[src/hdl/pidf_pkg.sv]
// ----------------------------------------------------------------------------
// PID controller package
// Widths, register codes and sequencer states shared by the PID modules.
// ----------------------------------------------------------------------------
package pidf_pkg;

  // Default sizes of the sample path and of the integral accumulator.
  localparam int SAMPLE_BITS_DEF = 8;
  localparam int SUM_BITS_DEF    = 32;

  // Fixed formats: Q8.8 gains, 32-bit Q.8 terms.
  localparam int GAIN_BITS      = 16;
  localparam int FRAC_BITS      = 8;
  localparam int TERM_BITS      = 32;
  localparam int DIVISOR_BITS   = 8;
  localparam int CFG_DATA_BITS  = 16;
  localparam int CFG_INDEX_BITS = 3;

  // Gain times a 32-bit term, brought back to Q.8.
  localparam int QUO_BITS = TERM_BITS + GAIN_BITS - FRAC_BITS;

  // Configuration register indexes.
  typedef enum logic [CFG_INDEX_BITS-1:0] {
    REG_PROP_GAIN      = 3'd0,
    REG_INTEGRAL_GAIN  = 3'd1,
    REG_DERIV_GAIN     = 3'd2,
    REG_FILTER_DIVISOR = 3'd3,
    REG_TARGET_LEVEL   = 3'd4,
    REG_LOOP_ENABLE    = 3'd5
  } cfg_reg_t;

  // Step sequencer states.
  typedef enum logic [2:0] {
    S_IDLE,
    S_MUL_F,
    S_DIV,
    S_MUL_D,
    S_MUL_I,
    S_MUL_P,
    S_FINISH
  } state_t;

endpackage

[src/hdl/pid_antiwindup_filtered_deriv.sv]
// ----------------------------------------------------------------------------
// PID controller with back-calculation anti-windup and filtered derivative
// One PID step per enabled sample: saturating integral, filtered derivative,
// clipped drive byte with a clipped flag.
// ----------------------------------------------------------------------------
// Each enabled sample yields one result item once its step is through; the
// block takes a new sample only after that step ends. The step is set by one
// shared shift-add multiplier that runs four products (one step per gain bit)
// and by a restoring divider that forms the derivative filter feedback term;
// the output register lets the next sample in while a result still waits.
// With loop_enable low a sample is taken but gives no result. Configuration
// is to be written only while the block is idle; the block does not enforce it.
module pid_antiwindup_filtered_deriv #(
  parameter int SAMPLE_BITS = pidf_pkg::SAMPLE_BITS_DEF,
  parameter int SUM_BITS    = pidf_pkg::SUM_BITS_DEF
) (
  input  logic                                 clk,
  input  logic                                 rst,
  input  logic                                 sample_valid,
  output logic                                 sample_ready,
  input  logic [SAMPLE_BITS-1:0]               sample,
  output logic                                 result_valid,
  input  logic                                 result_ready,
  output logic [SAMPLE_BITS-1:0]               drive,
  output logic                                 clipped,
  input  logic                                 cfg_write,
  input  logic [pidf_pkg::CFG_INDEX_BITS-1:0]  cfg_index,
  input  logic [pidf_pkg::CFG_DATA_BITS-1:0]   cfg_data
);

  localparam int GB         = pidf_pkg::GAIN_BITS;
  localparam int FB         = pidf_pkg::FRAC_BITS;
  localparam int TB         = pidf_pkg::TERM_BITS;
  localparam int DB         = pidf_pkg::DIVISOR_BITS;
  localparam int QB         = pidf_pkg::QUO_BITS;
  localparam int ERR_BITS   = SAMPLE_BITS + 1;
  localparam int DIFF_BITS  = SAMPLE_BITS + 2;
  localparam int ESC_BITS   = ERR_BITS + FB;
  localparam int MC_BITS    = (SUM_BITS > TB) ? SUM_BITS : TB;
  localparam int PROD_BITS  = MC_BITS + GB;
  localparam int EMOD_BITS  = TB + 2;
  localparam int SUMX_BITS  = ((SUM_BITS > EMOD_BITS) ? SUM_BITS : EMOD_BITS) + 1;
  localparam int DTERM_BITS = GB + DIFF_BITS;
  localparam int C1X_BITS   = QB + 2;
  localparam int ITERM_BITS = PROD_BITS - FB;
  localparam int BRX_BITS   = ITERM_BITS + 2;
  localparam int M_BITS     = TB + GB - FB;
  localparam int CLIPX_BITS = M_BITS + 1;
  localparam logic signed [M_BITS-1:0] DRIVE_HI =
    M_BITS'((2**SAMPLE_BITS - 1) * 2**FB);

  // Configuration registers.
  logic signed [GB-1:0]    prop_gain;
  logic signed [GB-1:0]    integral_gain;
  logic signed [GB-1:0]    deriv_gain;
  logic [DB-1:0]           filter_divisor;
  logic [SAMPLE_BITS-1:0]  target_level;
  logic                    loop_enable;

  // Controller state kept from step to step.
  logic signed [SUM_BITS-1:0] error_sum;
  logic signed [ERR_BITS-1:0] last_error;
  logic signed [TB-1:0]       last_deriv_term;
  logic signed [TB-1:0]       clip_difference;

  // Sequencer.
  pidf_pkg::state_t state;
  pidf_pkg::state_t state_next;
  logic             launch;

  // Per-step working registers.
  logic signed [ERR_BITS-1:0] err_reg;
  logic signed [TB-1:0]       deriv_term;
  logic signed [TB-1:0]       bracket;

  // Arithmetic units.
  logic                        mul_start;
  logic                        mul_done;
  logic signed [MC_BITS-1:0]   mul_mcand;
  logic signed [GB-1:0]        mul_gain;
  logic signed [PROD_BITS-1:0] mul_product;
  logic                        div_start;
  logic                        div_done;
  logic signed [QB-1:0]        div_quotient;
  logic signed [QB-1:0]        prod_q8;

  logic accept;
  logic finish_go;

  // Error and integral update.
  logic signed [ERR_BITS-1:0]  err_in;
  logic signed [ESC_BITS-1:0]  err_scaled_in;
  logic signed [EMOD_BITS-1:0] err_mod;
  logic signed [SUMX_BITS-1:0] sum_wide;
  logic                        sum_fits;
  logic signed [SUM_BITS-1:0]  sum_sat;

  // Derivative, bracket and drive.
  logic signed [DIFF_BITS-1:0]  err_diff;
  logic signed [DTERM_BITS-1:0] dterm;
  logic signed [C1X_BITS-1:0]   c1_wide;
  logic                         c1_fits;
  logic signed [TB-1:0]         c1_sat;
  logic signed [ITERM_BITS-1:0] iterm;
  logic signed [ESC_BITS-1:0]   err_scaled;
  logic signed [BRX_BITS-1:0]   br_wide;
  logic                         br_fits;
  logic signed [TB-1:0]         br_sat;
  logic signed [M_BITS-1:0]     m_sat;
  logic                         m_out;
  logic signed [CLIPX_BITS-1:0] clip_wide;
  logic                         clip_fits;
  logic signed [TB-1:0]         clip_sat;

  // Error and saturating integral with the last step's clipping difference.
  assign err_in        = $signed({1'b0, target_level}) - $signed({1'b0, sample});
  assign err_scaled_in = $signed({err_in, {FB{1'b0}}});
  assign err_mod       = EMOD_BITS'(err_scaled_in) + EMOD_BITS'(clip_difference);
  assign sum_wide      = SUMX_BITS'(error_sum) + SUMX_BITS'(err_mod);
  assign sum_fits      = (&sum_wide[SUMX_BITS-1:SUM_BITS-1]) ||
                         !(|sum_wide[SUMX_BITS-1:SUM_BITS-1]);
  assign sum_sat       = sum_fits ? sum_wide[SUM_BITS-1:0] :
                         (sum_wide[SUMX_BITS-1] ? {1'b1, {(SUM_BITS-1){1'b0}}}
                                                : {1'b0, {(SUM_BITS-1){1'b1}}});

  // Filtered derivative: Kd*(e - e_prev) minus the divided feedback term.
  assign err_diff = DIFF_BITS'(err_reg) - DIFF_BITS'(last_error);
  assign dterm    = $signed(mul_product[DTERM_BITS-1:0]);
  assign c1_wide  = C1X_BITS'(dterm) - C1X_BITS'(div_quotient);
  assign c1_fits  = (&c1_wide[C1X_BITS-1:TB-1]) || !(|c1_wide[C1X_BITS-1:TB-1]);
  assign c1_sat   = c1_fits ? c1_wide[TB-1:0] :
                    (c1_wide[C1X_BITS-1] ? {1'b1, {(TB-1){1'b0}}}
                                         : {1'b0, {(TB-1){1'b1}}});

  // Bracket e + Ki*sum - c1, saturated to 32 bits.
  assign iterm      = $signed(mul_product[PROD_BITS-1:FB]);
  assign err_scaled = $signed({err_reg, {FB{1'b0}}});
  assign br_wide    = BRX_BITS'(err_scaled) + BRX_BITS'(iterm) - BRX_BITS'(deriv_term);
  assign br_fits    = (&br_wide[BRX_BITS-1:TB-1]) || !(|br_wide[BRX_BITS-1:TB-1]);
  assign br_sat     = br_fits ? br_wide[TB-1:0] :
                      (br_wide[BRX_BITS-1] ? {1'b1, {(TB-1){1'b0}}}
                                           : {1'b0, {(TB-1){1'b1}}});

  // Gain product rounded down to Q.8; feeds the divider and the raw drive.
  assign prod_q8 = $signed(mul_product[TB+GB-1:FB]);

  // Drive clipping and the back-calculation difference.
  assign m_out     = prod_q8[M_BITS-1] || (prod_q8 > DRIVE_HI);
  assign m_sat     = prod_q8[M_BITS-1] ? '0 : ((prod_q8 > DRIVE_HI) ? DRIVE_HI : prod_q8);
  assign clip_wide = CLIPX_BITS'(m_sat) - CLIPX_BITS'(prod_q8);
  assign clip_fits = (&clip_wide[CLIPX_BITS-1:TB-1]) || !(|clip_wide[CLIPX_BITS-1:TB-1]);
  assign clip_sat  = clip_fits ? clip_wide[TB-1:0] :
                     (clip_wide[CLIPX_BITS-1] ? {1'b1, {(TB-1){1'b0}}}
                                              : {1'b0, {(TB-1){1'b1}}});

  // Next-state logic.
  always_comb begin
    state_next = state;
    unique case (state)
      pidf_pkg::S_IDLE: begin
        if (sample_valid && loop_enable) begin
          state_next = pidf_pkg::S_MUL_F;
        end
      end
      pidf_pkg::S_MUL_F: begin
        if (mul_done) begin
          state_next = pidf_pkg::S_DIV;
        end
      end
      pidf_pkg::S_DIV: begin
        if (div_done) begin
          state_next = pidf_pkg::S_MUL_D;
        end
      end
      pidf_pkg::S_MUL_D: begin
        if (mul_done) begin
          state_next = pidf_pkg::S_MUL_I;
        end
      end
      pidf_pkg::S_MUL_I: begin
        if (mul_done) begin
          state_next = pidf_pkg::S_MUL_P;
        end
      end
      pidf_pkg::S_MUL_P: begin
        if (mul_done) begin
          state_next = pidf_pkg::S_FINISH;
        end
      end
      pidf_pkg::S_FINISH: begin
        if (!result_valid || result_ready) begin
          state_next = pidf_pkg::S_IDLE;
        end
      end
      default: state_next = pidf_pkg::S_IDLE;
    endcase
  end

  // Sequencer outputs: unit starts and operand selection.
  always_comb begin
    sample_ready = 1'b0;
    mul_start    = 1'b0;
    div_start    = 1'b0;
    finish_go    = 1'b0;
    mul_mcand    = '0;
    mul_gain     = '0;
    unique case (state)
      pidf_pkg::S_IDLE: begin
        sample_ready = 1'b1;
      end
      pidf_pkg::S_MUL_F: begin
        mul_start = launch;
        mul_mcand = MC_BITS'(last_deriv_term);
        mul_gain  = deriv_gain;
      end
      pidf_pkg::S_DIV: begin
        div_start = launch;
      end
      pidf_pkg::S_MUL_D: begin
        mul_start = launch;
        mul_mcand = MC_BITS'(err_diff);
        mul_gain  = deriv_gain;
      end
      pidf_pkg::S_MUL_I: begin
        mul_start = launch;
        mul_mcand = MC_BITS'(error_sum);
        mul_gain  = integral_gain;
      end
      pidf_pkg::S_MUL_P: begin
        mul_start = launch;
        mul_mcand = MC_BITS'(bracket);
        mul_gain  = prop_gain;
      end
      pidf_pkg::S_FINISH: begin
        finish_go = !result_valid || result_ready;
      end
      default: begin
        sample_ready = 1'b0;
      end
    endcase
  end

  assign accept = sample_valid && sample_ready;

  // Control, configuration and controller state.
  always_ff @(posedge clk) begin
    if (rst) begin
      state           <= pidf_pkg::S_IDLE;
      launch          <= 1'b0;
      result_valid    <= 1'b0;
      prop_gain       <= '0;
      integral_gain   <= '0;
      deriv_gain      <= '0;
      filter_divisor  <= DB'(1);
      target_level    <= '0;
      loop_enable     <= 1'b0;
      error_sum       <= '0;
      last_error      <= '0;
      last_deriv_term <= '0;
      clip_difference <= '0;
    end else begin
      state        <= state_next;
      launch       <= (state_next != state);
      result_valid <= finish_go || (result_valid && !result_ready);

      if (cfg_write) begin
        unique case (cfg_index)
          pidf_pkg::REG_PROP_GAIN:      prop_gain      <= $signed(cfg_data[GB-1:0]);
          pidf_pkg::REG_INTEGRAL_GAIN:  integral_gain  <= $signed(cfg_data[GB-1:0]);
          pidf_pkg::REG_DERIV_GAIN:     deriv_gain     <= $signed(cfg_data[GB-1:0]);
          pidf_pkg::REG_FILTER_DIVISOR: filter_divisor <= cfg_data[DB-1:0];
          pidf_pkg::REG_TARGET_LEVEL:   target_level   <= cfg_data[SAMPLE_BITS-1:0];
          pidf_pkg::REG_LOOP_ENABLE:    loop_enable    <= cfg_data[0];
          default: begin
          end
        endcase
      end

      // The integral is committed as soon as an enabled sample is taken.
      if (accept && loop_enable) begin
        error_sum <= sum_sat;
      end

      if (finish_go) begin
        clip_difference <= clip_sat;
        last_error      <= err_reg;
        last_deriv_term <= deriv_term;
      end
    end
  end

  // Working and output data registers.
  always_ff @(posedge clk) begin
    if (accept) begin
      err_reg <= err_in;
    end
    if (state == pidf_pkg::S_MUL_D && mul_done) begin
      deriv_term <= c1_sat;
    end
    if (state == pidf_pkg::S_MUL_I && mul_done) begin
      bracket <= br_sat;
    end
    if (finish_go) begin
      drive   <= m_sat[SAMPLE_BITS+FB-1:FB];
      clipped <= m_out;
    end
  end

  // Shared gain multiplier.
  pidf_mul #(
    .A_BITS (MC_BITS)
  ) u_mul (
    .clk          (clk),
    .rst          (rst),
    .start        (mul_start),
    .multiplicand (mul_mcand),
    .gain         (mul_gain),
    .done         (mul_done),
    .product      (mul_product)
  );

  // Derivative filter divider: floor(Kd*c1_prev / 256) / N.
  pidf_div u_div (
    .clk      (clk),
    .rst      (rst),
    .start    (div_start),
    .dividend (prod_q8),
    .divisor  (filter_divisor),
    .done     (div_done),
    .quotient (div_quotient)
  );

endmodule

[src/hdl/pidf_mul.sv]
// ----------------------------------------------------------------------------
// PID serial multiplier
// Signed shift-add multiplier that retires one gain bit per cycle.
// ----------------------------------------------------------------------------
module pidf_mul #(
  parameter int A_BITS = pidf_pkg::TERM_BITS
) (
  input  logic                                        clk,
  input  logic                                        rst,
  input  logic                                        start,
  input  logic signed [A_BITS-1:0]                    multiplicand,
  input  logic signed [pidf_pkg::GAIN_BITS-1:0]       gain,
  output logic                                        done,
  output logic signed [A_BITS+pidf_pkg::GAIN_BITS-1:0] product
);

  localparam int GB       = pidf_pkg::GAIN_BITS;
  localparam int CNT_BITS = $clog2(GB);

  logic                     busy;
  logic [CNT_BITS-1:0]      count;
  logic signed [A_BITS-1:0] mcand;
  logic signed [A_BITS:0]   acc_hi;
  logic [GB-1:0]            acc_lo;

  logic                     last_bit;
  logic signed [A_BITS+1:0] addend;
  logic signed [A_BITS+1:0] step_sum;

  // The gain's top bit has negative weight, so the last step subtracts.
  assign last_bit = (count == CNT_BITS'(GB - 1));

  always_comb begin
    if (!acc_lo[0]) begin
      addend = '0;
    end else if (last_bit) begin
      addend = -((A_BITS + 2)'(mcand));
    end else begin
      addend = (A_BITS + 2)'(mcand);
    end
    step_sum = (A_BITS + 2)'(acc_hi) + addend;
  end

  // Control: a run of GB steps after each start.
  always_ff @(posedge clk) begin
    if (rst) begin
      busy  <= 1'b0;
      done  <= 1'b0;
      count <= '0;
    end else begin
      done <= busy && last_bit;
      if (start) begin
        busy  <= 1'b1;
        count <= '0;
      end else if (busy) begin
        if (last_bit) begin
          busy <= 1'b0;
        end
        count <= count + 1'b1;
      end
    end
  end

  // Datapath: the low half holds unused gain bits and the finished product bits.
  always_ff @(posedge clk) begin
    if (start) begin
      mcand  <= multiplicand;
      acc_hi <= '0;
      acc_lo <= gain;
    end else if (busy) begin
      acc_hi <= step_sum[A_BITS+1:1];
      acc_lo <= {step_sum[0], acc_lo[GB-1:1]};
    end
  end

  assign product = $signed({acc_hi[A_BITS-1:0], acc_lo});

endmodule

[src/hdl/pidf_div.sv]
// ----------------------------------------------------------------------------
// PID serial floor divider
// Restoring divider, one quotient bit per cycle, rounding toward minus infinity.
// ----------------------------------------------------------------------------
module pidf_div (
  input  logic                                  clk,
  input  logic                                  rst,
  input  logic                                  start,
  input  logic signed [pidf_pkg::QUO_BITS-1:0]  dividend,
  input  logic [pidf_pkg::DIVISOR_BITS-1:0]     divisor,
  output logic                                  done,
  output logic signed [pidf_pkg::QUO_BITS-1:0]  quotient
);

  localparam int QB       = pidf_pkg::QUO_BITS;
  localparam int DB       = pidf_pkg::DIVISOR_BITS;
  localparam int CNT_BITS = $clog2(QB);

  logic                busy;
  logic [CNT_BITS-1:0] count;
  logic [QB-1:0]       work;
  logic [DB-1:0]       rem;
  logic [DB-1:0]       dvsr;
  logic                neg;

  logic                last_bit;
  logic [DB:0]         trial;
  logic [DB:0]         diff;
  logic                fits;

  assign last_bit = (count == CNT_BITS'(QB - 1));

  // One restoring step: bring down the next dividend bit and try a subtract.
  always_comb begin
    trial = {rem, work[QB-1]};
    diff  = trial - {1'b0, dvsr};
    fits  = (trial >= {1'b0, dvsr});
  end

  always_ff @(posedge clk) begin
    if (rst) begin
      busy  <= 1'b0;
      done  <= 1'b0;
      count <= '0;
    end else begin
      done <= busy && last_bit;
      if (start) begin
        busy  <= 1'b1;
        count <= '0;
      end else if (busy) begin
        if (last_bit) begin
          busy <= 1'b0;
        end
        count <= count + 1'b1;
      end
    end
  end

  // A negative dividend is complemented; floor(a/n) equals ~floor(~a/n) then.
  // A zero divisor behaves as one.
  always_ff @(posedge clk) begin
    if (start) begin
      neg  <= dividend[QB-1];
      work <= dividend[QB-1] ? ~dividend : dividend;
      rem  <= '0;
      dvsr <= (divisor == '0) ? DB'(1) : divisor;
    end else if (busy) begin
      rem  <= fits ? diff[DB-1:0] : trial[DB-1:0];
      work <= {work[QB-2:0], fits};
    end
  end

  assign quotient = $signed(neg ? ~work : work);

endmodule

[config.mk]
export PLATFORM = sky130hd
export DESIGN_NAME = pid_antiwindup_filtered_deriv
export DESIGN_NICKNAME = d
export VERILOG_FILES = /design/src/hdl/pidf_pkg.sv /design/src/hdl/pid_antiwindup_filtered_deriv.sv /design/src/hdl/pidf_mul.sv /design/src/hdl/pidf_div.sv
export SDC_FILE = /design/constraint.sdc
export NUM_CORES = 1
export LEC_CHECK = 0
export ABC_AREA = 1
export BUFFER_PORTS_ARGS = -buffer_cell sky130_fd_sc_hd__buf_2
export CORE_ASPECT_RATIO = 0.9
export CORE_UTILIZATION = 50
export CTS_BUF_LIST = sky130_fd_sc_hd__clkbuf_4 sky130_fd_sc_hd__clkbuf_8
export DETAILED_ROUTE_END_ITERATION = 16
export PLACE_DENSITY = 0.66
export SETUP_SLACK_MARGIN = 0.05
export SLEW_MARGIN = 20
export SYNTH_ARGS = -nofsm -noshare
export SYNTH_HDL_FRONTEND = slang
export SYNTH_SLANG_ARGS = --single-unit
[constraint.sdc]
create_clock -name clk -period 6.1 [get_ports clk]
set_clock_uncertainty 0.05 [all_clocks]
set_input_delay 0.305 -clock clk [delete_from_list [all_inputs] [get_ports clk]]
set_output_delay 0.305 -clock clk [all_outputs]
set_load 0.005 [all_outputs]
Yosys cells after proc, flatten, opt, wreduce, memory -nomap -nowiden
Index checks and enable logic that the tools add are counted.
- logic and storage cells: 145
- RAM bits: 0
- flip-flop bits (word level): 409
- memories: 0
- latch bits: 0
- memory bits (read-only): 0
- output and inout port bits: 11
- bits of input ports: 32
- div/mod/pow operators: 0
- add/subtract/negate cells: 13
- multiplexer cells: 39
- order comparisons: 2
- multiply operators: 0
- bitwise logic cells: 2
- eq/ne operators: 14
- shift-type cells: 0
- reductions and logical operators: 44
- operators with widths (operator ; number):
    $mux W32 ; 8
    $mux W40 ; 4
    $pmux W32 S4 ; 1
    $not A40 Y40 ; 2
    $mux W39 ; 2
    $mux W34 ; 2
    $pmux W16 S3 ; 1
    $sub A41 B32 Y42 ; 1
    $add A17 B40 Y41 ; 1
    $sub A26 B40 Y41 ; 1
    $sub A40 B40 Y41 ; 1
    $gt A40 B17 Y1 const B ; 1
    $add A32 B33 Y34 ; 1
    $add A33 B34 Y34 ; 1
    $neg A32 Y34 ; 1
    $add A17 B32 Y33 ; 1
    $mux W16 ; 2
    $reduce_and A11 Y1 ; 2
    $reduce_or A11 Y1 ; 2
    $mux W3 ; 7
    $pmux W3 S7 ; 1
    $eq A3 B3 Y1 const B ; 5
    $eq A3 B2 Y1 const B ; 4
    $reduce_and A2 Y1 ; 6
    other kinds (23) ; 56

Depth between registers and ports, before layout
- word-level depth: 8
- gate-level depth with buffers: 33

By module
A second synthesis with hierarchy kept.
- cells, all modules: 4845
- area total of the unflattened synthesis: 33269.4 um2
- by module, submodules not included (module ; seq. area each (um2) ; instances ; cells each ; area each (um2)):
    pid_antiwindup_filtered_deriv ; 5965.7 ; 1 ; 3518 ; 23128.4
    pidf_mul ; 2222.1 ; 1 ; 899 ; 6282.3
    pidf_div ; 1791.7 ; 1 ; 428 ; 3858.7

Worst setup path before layout
Ideal clock, no wire load.
- kind: reg-to-reg
- start point: reg target_level[0]
- end point: reg error_sum[30]
- path buffers: 1
- data required time: 5928 ps
- path slack: 979 ps
- library setup time: 122 ps
- cell stages (with the launch flop): 26
- data arrival time: 4949 ps
- cells stage by stage: dfxtp_1 -> inv_1 -> ha_1 -> inv_1 -> fa_1 -> a21oi_1 -> o21bai_1 -> a21oi_1 -> o21bai_1 -> a21o_1 -> a21oi_1 -> fa_1 -> ha_1 -> a21oi_1 -> inv_1 -> a31oi_1 -> nor2_1 -> nor2_1 -> nor2_1 -> nor2_1 -> nand3_1 -> nand2_1 -> nand2_1 -> a21oi_1 -> buf_2 -> a21oi_1
- cells in the longest elaborated chain, start to end: 7
- elaborated cells between the ends (all ways): 9
- those cells by class: add/sub (3); mux (2); reduce/logical (4)
- RTL lines (element ; line ; source):
    start, declared ; pid_antiwindup_filtered_deriv.sv:57 ; logic [SAMPLE_BITS-1:0] target_level;
    start signal, assigned ; pid_antiwindup_filtered_deriv.sv:272 ; pidf_pkg::REG_TARGET_LEVEL: target_level <= cfg_data[SAMPLE_BITS-1:0];
    $sub A8 B8 Y9 (*) ; pid_antiwindup_filtered_deriv.sv:116 ; assign err_in = $signed({1'b0, target_level}) - $signed({1'b0, sample});
    net err_in[8] ; pid_antiwindup_filtered_deriv.sv:91 ; logic signed [ERR_BITS-1:0] err_in;
    $add A17 B32 Y33 (*) ; pid_antiwindup_filtered_deriv.sv:118 ; assign err_mod = EMOD_BITS'(err_scaled_in) + EMOD_BITS'(clip_difference);
    $add A32 B33 Y34 (*) ; pid_antiwindup_filtered_deriv.sv:119 ; assign sum_wide = SUMX_BITS'(error_sum) + SUMX_BITS'(err_mod);
    $reduce_or A4 Y1 ; pid_antiwindup_filtered_deriv.sv:121 ; !(|sum_wide[SUMX_BITS-1:SUM_BITS-1]);
    $logic_not A1 Y1 ; pid_antiwindup_filtered_deriv.sv:121 ;
    $logic_or A1 B1 Y1 ; pid_antiwindup_filtered_deriv.sv:120 ; assign sum_fits = (&sum_wide[SUMX_BITS-1:SUM_BITS-1]) ||
    $mux W32 (*) ; pid_antiwindup_filtered_deriv.sv:122 ; assign sum_sat = sum_fits ? sum_wide[SUM_BITS-1:0] :
    end signal, assigned ; pid_antiwindup_filtered_deriv.sv:281 ; error_sum <= sum_sat;
    end, declared ; pid_antiwindup_filtered_deriv.sv:61 ; logic signed [SUM_BITS-1:0] error_sum;
Mark *: on every way through the listed nets, which the timed path passes. The rest lies on a longest branch.
A chain may end at the register's enable or synchronous reset.

Worst setup path in the final report
- start point: reg u_mul.acc_hi[30]
- end point: reg clip_difference[30]
- cells in the longest elaborated chain, start to end: 8
- elaborated cells between the ends (all ways): 10
- those cells by class: add/sub (1); order compare (1); mux (4); reduce/logical (4)
- RTL lines (element ; line ; source):
    start, declared ; pidf_mul.sv:23 ; logic signed [A_BITS:0] acc_hi;
    start signal, assigned ; pidf_mul.sv:71 ; acc_hi <= step_sum[A_BITS+1:1];
    $gt A40 B17 Y1 ; pid_antiwindup_filtered_deriv.sv:149 ; assign m_sat = prod_q8[M_BITS-1] ? '0 : ((prod_q8 > DRIVE_HI) ? DRIVE_HI : prod_q8);
    $mux W39 (2 in a row) ; pid_antiwindup_filtered_deriv.sv:149 ;
    $sub A40 B40 Y41 (*) ; pid_antiwindup_filtered_deriv.sv:150 ; assign clip_wide = CLIPX_BITS'(m_sat) - CLIPX_BITS'(prod_q8);
    $reduce_or A10 Y1 ; pid_antiwindup_filtered_deriv.sv:151 ; assign clip_fits = (&clip_wide[CLIPX_BITS-1:TB-1]) || !(|clip_wide[CLIPX_BITS-1:TB-1]);
    $logic_not A1 Y1 ; pid_antiwindup_filtered_deriv.sv:151 ;
    $logic_or A1 B1 Y1 ; pid_antiwindup_filtered_deriv.sv:151 ;
    $mux W32 (*) ; pid_antiwindup_filtered_deriv.sv:152 ; assign clip_sat = clip_fits ? clip_wide[TB-1:0] :
    end signal, assigned ; pid_antiwindup_filtered_deriv.sv:285 ; clip_difference <= clip_sat;
    end, declared ; pid_antiwindup_filtered_deriv.sv:64 ; logic signed [TB-1:0] clip_difference;
Mark *: on every way between the ends. The rest lies on a longest branch, timed or not.

==> impl_metrics.toml <==
[clock_network]
cts_tree = "yes"
clk_pin_slew_worst_paths_ns = 0.07
cts_buffers = 75
cts_max_path_buffers = 3
numClockSinks = 409
clk_latency_ns = 0.69
htree_levels = 3
cts-root-buf = "clkbuf_8"

[die]
die_y_um = 243.2
start_util_pct = 50.51
coreArea_um2 = 63970
core.rowCount = 88
die_area_um2 = 65640
ioPinCount = 43
fp.dieW_um = 270.0

[timing]
fin_tns_setup_ns = 0
rsz0062_at_grt = "false"
worstMarginPinSlew_ns = 1.044
slew_violations = 0
finalCritPeriodShare_pct = 84.54
finalHoldViolations = 0
min_period_ns = 5.157
fmax_ghz = 0.1939
setup_viol = 0
slew_headroom_pct = 30.22

[setup_path]
cp-start-kind = "register"
crit_arrival_ns = 5.70
cp_max_fo = 31
cp_data_required_time_ns = 6.64
slowest_delay_ns = 0.53
crit_type = "reg -> reg"
end_kind = "register"
cp_common_cell = "nand2_1"
cp_slowest_cell = "nand2_2"

[synthesis]
synthFlopType = "dfxtp_1"
syn_area_um2 = 32310
syn_area_per_cell_um2 = 6.977
synthCells = 4631
synth-seq-cells = 409
yosysSeqAreaShare_pct = 30.89
synth_edf_count = 179
ys.warnings.count = 0
async_flop_share_pct = 0
synthDistinctLibCells = 58

[status]
status = "completed"

[route]
first_pass_iters = 6
drt-total-wl_um = 114400
drc = 0
via_count = 31770
detail_route.wl_per_cell_um = 20.35
drt-initial-drc-count = 3225
vias_per_cell = 5.654
ant_nets = 0

[power]
power.internal_w = 0.006157
p_clk_share_pct = 29.9
ir_worst_vdd_mv = 0.1809
cellLeakagePower_nw = 16.60
power.density_nw_per_um2 = 297.5
power.switching_w = 0.004384
seq_power_share_pct = 29.3
sw_frac_of_total_pct = 41.59
p_comb_share_pct = 40.8

[run]
cap_violations = 0

[min_path]
hold_class = "in -> reg"

[global_route]
grt_max_degree = 171
grt_pass1_vias = 30530
grt_overflow = 0
grt_antenna_before_repair = 7
grt_usage_pct = 34.72
grt_pass1_wl_um = 176700

[cells_and_area]
final_nets = 5024
regMostFlops = "u_div.work"
top_regs = "u_div.work x40, u_mul.acc_hi x33"
area_growth_pct = 9.669
fillers = 6274
multi_input_area_um2 = 19760
drive_above_1_share_pct = 5.628
largest_reg_flops = 40
ff_latch_area_um2 = 9981
final_cell_count_no_fill = 5619

[placed_design]
io_buffers = 42
dp_cells = 5456
place_congestion = 1.010
hpwl_um = 89530
-- layer usage --
| metal | share of wire, % | vias to the layer above | global-route usage (%) |
|---|---|---|---|
| li1 | - | 15400 | - |
| met1 | 45 | 14840 | 49.67 |
| met2 | 44 | 1306 | 54.17 |
| met3 | 8.5 | 209 | 5.016 |
| met4 | 3.0 | 12 | 9.910 |
| met5 | 0.066 | - | 0 |
-- critical path: cells and delay by family (launching register included) --
kind / cells / cell delay, ns
buf+inv: 3 / 0.61
compound gates: 1 / 0.19
xor+xnor: 1 / 0.15
simple gates: 23 / 3.32
flops: 1 / 0.33
fa+ha+maj: 2 / 0.36
-- Yosys cell counts (all sizes together) (4+ instances only) --
| library cell | count | area [um2] |
|---|---|---|
| clkinv | 6 | 22.52 |
| nor4 | 15 | 100.1 |
| a21boi | 8 | 60.06 |
| a22o | 8 | 70.07 |
| nand3b | 4 | 30.03 |
| nand4 | 56 | 350.3 |
| a21o | 18 | 135.1 |
| a32oi | 8 | 70.07 |
| ha | 229 | 2865 |
| nor2 | 546 | 2077 |
| a22oi | 18 | 135.1 |
| o21a | 8 | 60.06 |
| a31oi | 17 | 106.4 |
| o211ai | 31 | 232.7 |
| a21oi | 392 | 1969 |
| nand3 | 176 | 915.9 |
| edfxtp | 179 | 5375 |
| inv | 564 | 2117 |
| o21bai | 31 | 236.5 |
| xor2 | 111 | 972.2 |
| a221oi | 7 | 61.31 |
| nor3 | 59 | 300.3 |
| nor3b | 4 | 30.03 |
| xnor2 | 95 | 832.1 |
| fa | 64 | 1281 |
| buf | 29 | 200.2 |
| dfxtp | 230 | 4604 |
| and3 | 5 | 31.28 |
| and2 | 7 | 43.79 |
| clkbuf | 98 | 367.9 |
| nand2 | 1175 | 4433 |
| or2 | 8 | 50.05 |
| o21ai | 410 | 2052 |
-- path summary, 6_finish.rpt --
check                                     end  cells after the start                           start  slack [ns]
max          clip_difference[30]$_SDFFE_PP0P_                     30   u_mul.acc_hi[30]$_SDFFE_PP0P_        0.94
min                      err_reg[0]$_DFFE_PP_                      3                       sample[0]        0.06
max reg2reg  clip_difference[30]$_SDFFE_PP0P_                     30   u_mul.acc_hi[30]$_SDFFE_PP0P_        0.94
min reg2reg       u_div.dvsr[4]$_SDFFCE_PN0P_                      0  filter_divisor[4]$_SDFFE_PP0P_        0.39
-- timing repair --
| action | 4_1_cts | 5_1_grt |
|---|---|---|
| endpoints found under the hold margin | 65 | 0 |
| hold buffers | 21 | 0 |
| resized for setup | 0 | 0 |
| buffers inserted | 0 | 0 |
-- metrics by stage --
step | util (%) | cell area, um2 | hold WS, ns | setup WS, ns | total power, W
2_1_floorplan | - | 32390 | 0.3725 | 0.9790 | 0.006040
3_3_place_gp | 52.26 | 33430 | 0.3737 | 0.9510 | 0.007275
3_5_place_dp | 52.26 | 33430 | 0.3798 | 0.9865 | 0.007242
4_1_cts | 55.38 | 35430 | 0.02087 | 0.9775 | 0.01041
5_1_grt | 55.39 | 35430 | 0.03464 | 0.5314 | 0.01111
6_report | 55.39 | 35440 | 0.05887 | 0.9431 | 0.01054
-- placed cells by master (no fill, tap or decap), types with 8 or more instances in the layout --
master         instances
inv_2                  8
clkbuf_4              25
ha_1                 229
o211ai_1              31
o21ai_1                9
dlygate4sd3_1         21
nor3_1                58
a21o_1                18
clkbuf_8              86
bufinv_16              8
a32oi_1                8
o21a_1                 8
nand4_1               56
nand2_2               10
a21oi_1              387
nor2_2                11
a31oi_1               17
inv_1                555
o21ai_0              400
nand2_1             1165
fa_1                  64
clkinv_1              12
a22o_1                 8
o21bai_1              30
conb_1                22
nand3_1              169
a22oi_1               18
xor2_1               111
dfxtp_1              229
buf_2                 42
buf_4                 33
xnor2_1               95
nor4_1                14
edfxtp_1             179
a21boi_0               8
nor2_1               531
-- kinds of logic (layout without fill, tap and decap cells) --
group,Yosys count,after routing,synth area share [%]
compound gates,969,969,16.40
xor+xnor,206,206,5.584
fa+ha+maj,293,293,12.83
buf+inv,697,807,8.380
flops,409,409,30.89
other cells,1,24,0.01161
simple gates,2056,2056,25.90
-- final cells by class --
cell class | instances | area share, %
clock buffer | 111 | 3.870
tap | 855 | 3.019
sequential | 409 | 28.17
inverter | 570 | 6.059
antenna | 2 | 0.01412
clock inverter | 29 | 1.172
timing repair buffer | 97 | 1.942
multi-input combinational | 3546 | 55.76
-- power groups by stage --
stage               sequential [W]  clock [W]  combinational [W]
floorplan                  0.00312          0            0.00292
global placement           0.00314          0            0.00413
detailed placement         0.00314          0            0.00410
CTS                        0.00309    0.00318            0.00414
global route               0.00310    0.00330            0.00471
finish                     0.00309    0.00315            0.00430
No activity file was read; power rests on OpenSTA's default activity.
